<file path="config.mk">
export PLATFORM = sky130hd
export DESIGN_NAME = vn4_ram
export DESIGN_NICKNAME = d
export VERILOG_FILES = /design/src/rtl/vn4_ram.sv
export SDC_FILE = /design/constraint.sdc
export NUM_CORES = 2
export LEC_CHECK = 0
export BUFFER_PORTS_ARGS = -buffer_cell sky130_fd_sc_hd__buf_2
export CAP_MARGIN = 20
export CELL_PAD_IN_SITES_DETAIL_PLACEMENT = 0
export CELL_PAD_IN_SITES_GLOBAL_PLACEMENT = 2
export CORE_ASPECT_RATIO = 0.7
export CORE_MARGIN = 10
export CORE_UTILIZATION = 51
export CTS_CLUSTER_DIAMETER = 40
export CTS_CLUSTER_SIZE = 12
export DETAILED_ROUTE_END_ITERATION = 8
export HOLD_SLACK_MARGIN = 0.06
export PLACE_DENSITY = 0.87
export REMOVE_ABC_BUFFERS = 1
export SLEW_MARGIN = 25
export SYNTH_ARGS = -nofsm -noshare
export SYNTH_HDL_FRONTEND = slang
export SYNTH_SLANG_ARGS = --single-unit
</file>
<file path="constraint.sdc">
create_clock -name clk -period 2.84 [get_ports clk]
set_input_delay 0 -clock clk [delete_from_list [all_inputs] [get_ports clk]]
set_output_delay 0 -clock clk [all_outputs]
set_load 0.03 [all_outputs]
</file>
<file path="src/rtl/vn4_ram.sv">
// generic ram: one write port, two registered read ports
module vn4_ram #(
    parameter int WIDTH = 8,
    parameter int DEPTH = 256
) (
    input  logic                     clk,
    input  logic                     we,
    input  logic [$clog2(DEPTH)-1:0] waddr,
    input  logic [WIDTH-1:0]         wdata,
    input  logic                     re,
    input  logic [$clog2(DEPTH)-1:0] raddr0,
    input  logic [$clog2(DEPTH)-1:0] raddr1,
    output logic [WIDTH-1:0]         rdata0,
    output logic [WIDTH-1:0]         rdata1
);

    logic [WIDTH-1:0] mem_reg [DEPTH];
    logic [WIDTH-1:0] rdata0_reg;
    logic [WIDTH-1:0] rdata1_reg;

    // write port
    always_ff @(posedge clk)
    begin
        if (we)
        begin
            mem_reg[waddr] <= wdata;
        end
    end

    // read ports, held while re is low
    always_ff @(posedge clk)
    begin
        if (re)
        begin
            rdata0_reg <= mem_reg[raddr0];
            rdata1_reg <= mem_reg[raddr1];
        end
    end

    assign rdata0 = rdata0_reg;
    assign rdata1 = rdata1_reg;

endmodule

</file>
==> impl_results.md <==
- Outcome: complete, but fails checks
- Failing checks: setup timing
- Placed insts: 7794
- Die H: between 300 and 400 um
- Mapped Cells: roughly 4.8k
- CTS tree: done
- Critical Path Source: mem_reg[95][4]
- Ys Warns: 0
- Slew @ Worst Pin: about 1.1 ns
- Number of synthesized flops with an enable pin: ~2.1k
- Final hold violation count: 0
- Fmax: ~0.35 GHz
- Post-layout min period: 2.86 ns
- Clock root buffer: clkbuf_16
- Critical Path RT: between 3 and 4 ns
- Pwr/cell area: around 600 mW/mm2
- Worst setup path class: reg2reg
- Global-route wire length before repair: ~450000 um
- Final worst-path setup slack: -0.0192 ns
- Design area: about 0.11 mm2
- Worst-path maximum fanout: 2
- Setup Skew: roughly 0.048 ns
- # setup viols final: 1
- Core box area: about 0.19 mm2
- Finished Layout Cells: 8180
- Largest net degree at the start of global routing: between 100 and 150
- Asr flop ratio synth: 0%
- Mean Syn Cell Area: 20.0 um2
- Commonest non-fill, non-tap cells in the layout: edfxtp_1, mux4_2, buf_4
- Vias/cell: between 7 and 8
- Routed WL: between 300000 and 400000 um
- H-tree levels: 4
- RSZ-0062 raised after global routing: no
- DR WL/cell: around 39 um
- Starting Density: 51.5%
- Die W: 542 um
- Pleak: 0.0367 uW
- CP Launch Type: flop
- Distinct cell type count after synthesis: 64
- Reg-to-reg setup timing slack: -0.02 ns
- CP delay by family, top: compound AO/OA/AOI/OAI gates
- CP max-delay cell: nor3_1
- WP buf/inv: 1
- 1st-pass router iterations: 8
- Reg2Reg Launch Point: mem_reg[95][4]
- Crit share post-route: 101%
- I/O Buffers: 50
- CTS max path bufs: 4
- Fill count: approximately 13k
- CTS buffer count: around 230
- Seq/Total Area, Yosys: between 60% and 70%
- Worst-path cell chain: mux4_2 > a22o_1 > a221oi_1 > o32ai_1 > nor3_1 > buf_4 > nor4_1
- CTS sink cnt: between 2k and 2.5k
- Synthesized cell area: about 0.1 mm2
- Total grt overflow: 0
- Main synth FF type: edfxtp_1
- CP arrival: between 3 and 4 ns
- WHS: ~0.12 ns
- # rows: approximately 130
- Fin nets: roughly 5.6k
- Remaining DRCs: 0
- Crit path capture type: flop
- Syn-to-layout area delta: 15.9%
- Dpl cell area: 0.105 mm2
- CP peak stage delay: around 0.52 ns
- Worst setup endpoint: rdata0[4]
- Max-cap violations: 0
- Max_slew headroom: 24.4%
- Synthesized flop and latch total: about 2.1k
- Max reg flops: around 2.0k
- Peak supply drop: around 0.52 mV
- Share of cells above drive strength 1: around two fifths
- Initial antenna violation count: 15
- Pre-CTS setup slack: -0.530 ns
- Worst min path class: in2reg
- Die area: approximately 0.21 mm2
- Stages on worst setup path: 7
- Commonest non-fill, non-tap cell in the layout: edfxtp_1
- I/O pins: 51
- Total power draw: 69100 uW
- Total GRT Usage: between 30% and 40%
- Final HPWL DP: ~220000 um
- Worst skew pair latency: roughly 0.88 ns
- Setup bufs post-CTS: 0
- Vias: between 50k and 60k
- Number of global-route vias before repair: ~57k
- Detail Route Antenna Nets: 0
- CTS clk-pin slew, worst paths: approximately 0.060 ns
- Depth of the most critical reg-to-reg path: 7
- Max Slew Vio Count: 0
- FF-to-FF End: rdata0[4]
- DRT iter0 DRCs: ~11k
- GPL Wtd Cong: about 0.96
[how the worst min path moves through the flow]
stage	from	end	slack, ns	depth (start not counted)
after floorplan	wdata[0]	mem_reg[0][0]	0.1	0
after global placement	wdata[0]	mem_reg[135][0]	0.58	1
after detailed placement	wdata[0]	mem_reg[134][0]	0.60	1
after CTS	waddr[7]	mem_reg[130][1]	0.07	5
after global routing	waddr[7]	mem_reg[129][0]	0.12	5
final	waddr[7]	mem_reg[128][4]	0.12	5
[cell families after synthesis]
kind of cell	synth area share, %
mux	27.2
flops	63.8
compound gates	3.53
simple gates	2.69
buf+inv	2.73
[area by class of cell]
type | count | area, um2 | share of cell area [%]
Inverter | 6 | 26.3 | 0.0233
Timing Repair Buffer | 866 | 7800 | 6.93
Clock inverter | 105 | 1130 | 1.00
Multi-Input combinational cell | 2382 | 32600 | 28.9
Antenna cell | 10 | 25.0 | 0.0222
Clock buffer | 250 | 5940 | 5.27
Sequential cell | 2064 | 62000 | 55.0
Tap cell | 2497 | 3120 | 2.77
[layer usage]
| metal | global-route usage (%) | routed length, um | up-vias |
|---|---|---|---|
| li1 | - | - | 22450 |
| met1 | 44.3 | 119000 | 30855 |
| met2 | 41.0 | 132000 | 5127 |
| met3 | 12.5 | 55600 | 550 |
| met4 | 8.49 | 10200 | 16 |
| met5 | 0 | 111 | - |
[cell usage after synthesis, types with 6 or more instances]
master     instances  area (um2)
o22ai_1           48         300
a221oi_1          32         280
buf_4             42         315
nor4_1             7        43.8
nand3_1           52         260
a211o_1            6        52.6
a221o_1           10         100
o31ai_1           11        82.6
buf_12             8         160
mux2i_1          236        2360
a211oi_1          28         210
a22o_1            22         193
nand2_1          114         428
nand2b_1          11        68.8
o21ai_0           34         170
nand4_1           13        81.3
a22oi_1           62         465
mux2_2            38         428
mux4_2          1051       23700
buf_6             44         495
nor2b_1           27         169
and2_1            12        75.1
clkbuf_1         137         514
nor3_1            21         105
o221ai_1          65         569
buf_8             35         526
or2_2              6        37.5
nor3b_1            7        52.6
buf_2            104         521
edfxtp_1        2064       62000
a2bb2oi_1          9        78.8
o211ai_1          13        97.6
nor2_1           298        1120
a21oi_1           79         395
nand3b_1           6        45.0
buf_1             25        93.8
[where the power goes]
part / leakage (uW) / internal (uW) / switching (uW)
combinational: 0.0147 / 2660 / 3850
sequential: 0.0186 / 33600 / 94.8
clock: 0.00342 / 16700 / 12200
total: 0.0367 / 53000 / 16200
[what timing repair did]
item	in CTS	in global routing
gates resized for setup	3	6
setup endpoints to repair	2	2
hold buffers	21	0
pin swaps	0	0
gates cloned	0	0
hold endpoints to repair	1443	0
[tightest hold or removal path: cells and delay by family]
kind                   cells  cell delay (ns)
buffers and inverters      2             0.34
and+or+nand+nor            3             0.47
[per-stage QoR]
step,utilization [%],setup TNS [ns]
6_report,59.7,-0.0192
3_3_place_gp,55.8,-2.93
5_1_grt,59.7,0
4_1_cts,59.7,0
3_5_place_dp,55.8,-2.84
2_1_floorplan,-,-4.34
Note: power is estimated with default switching activity, not from simulation.
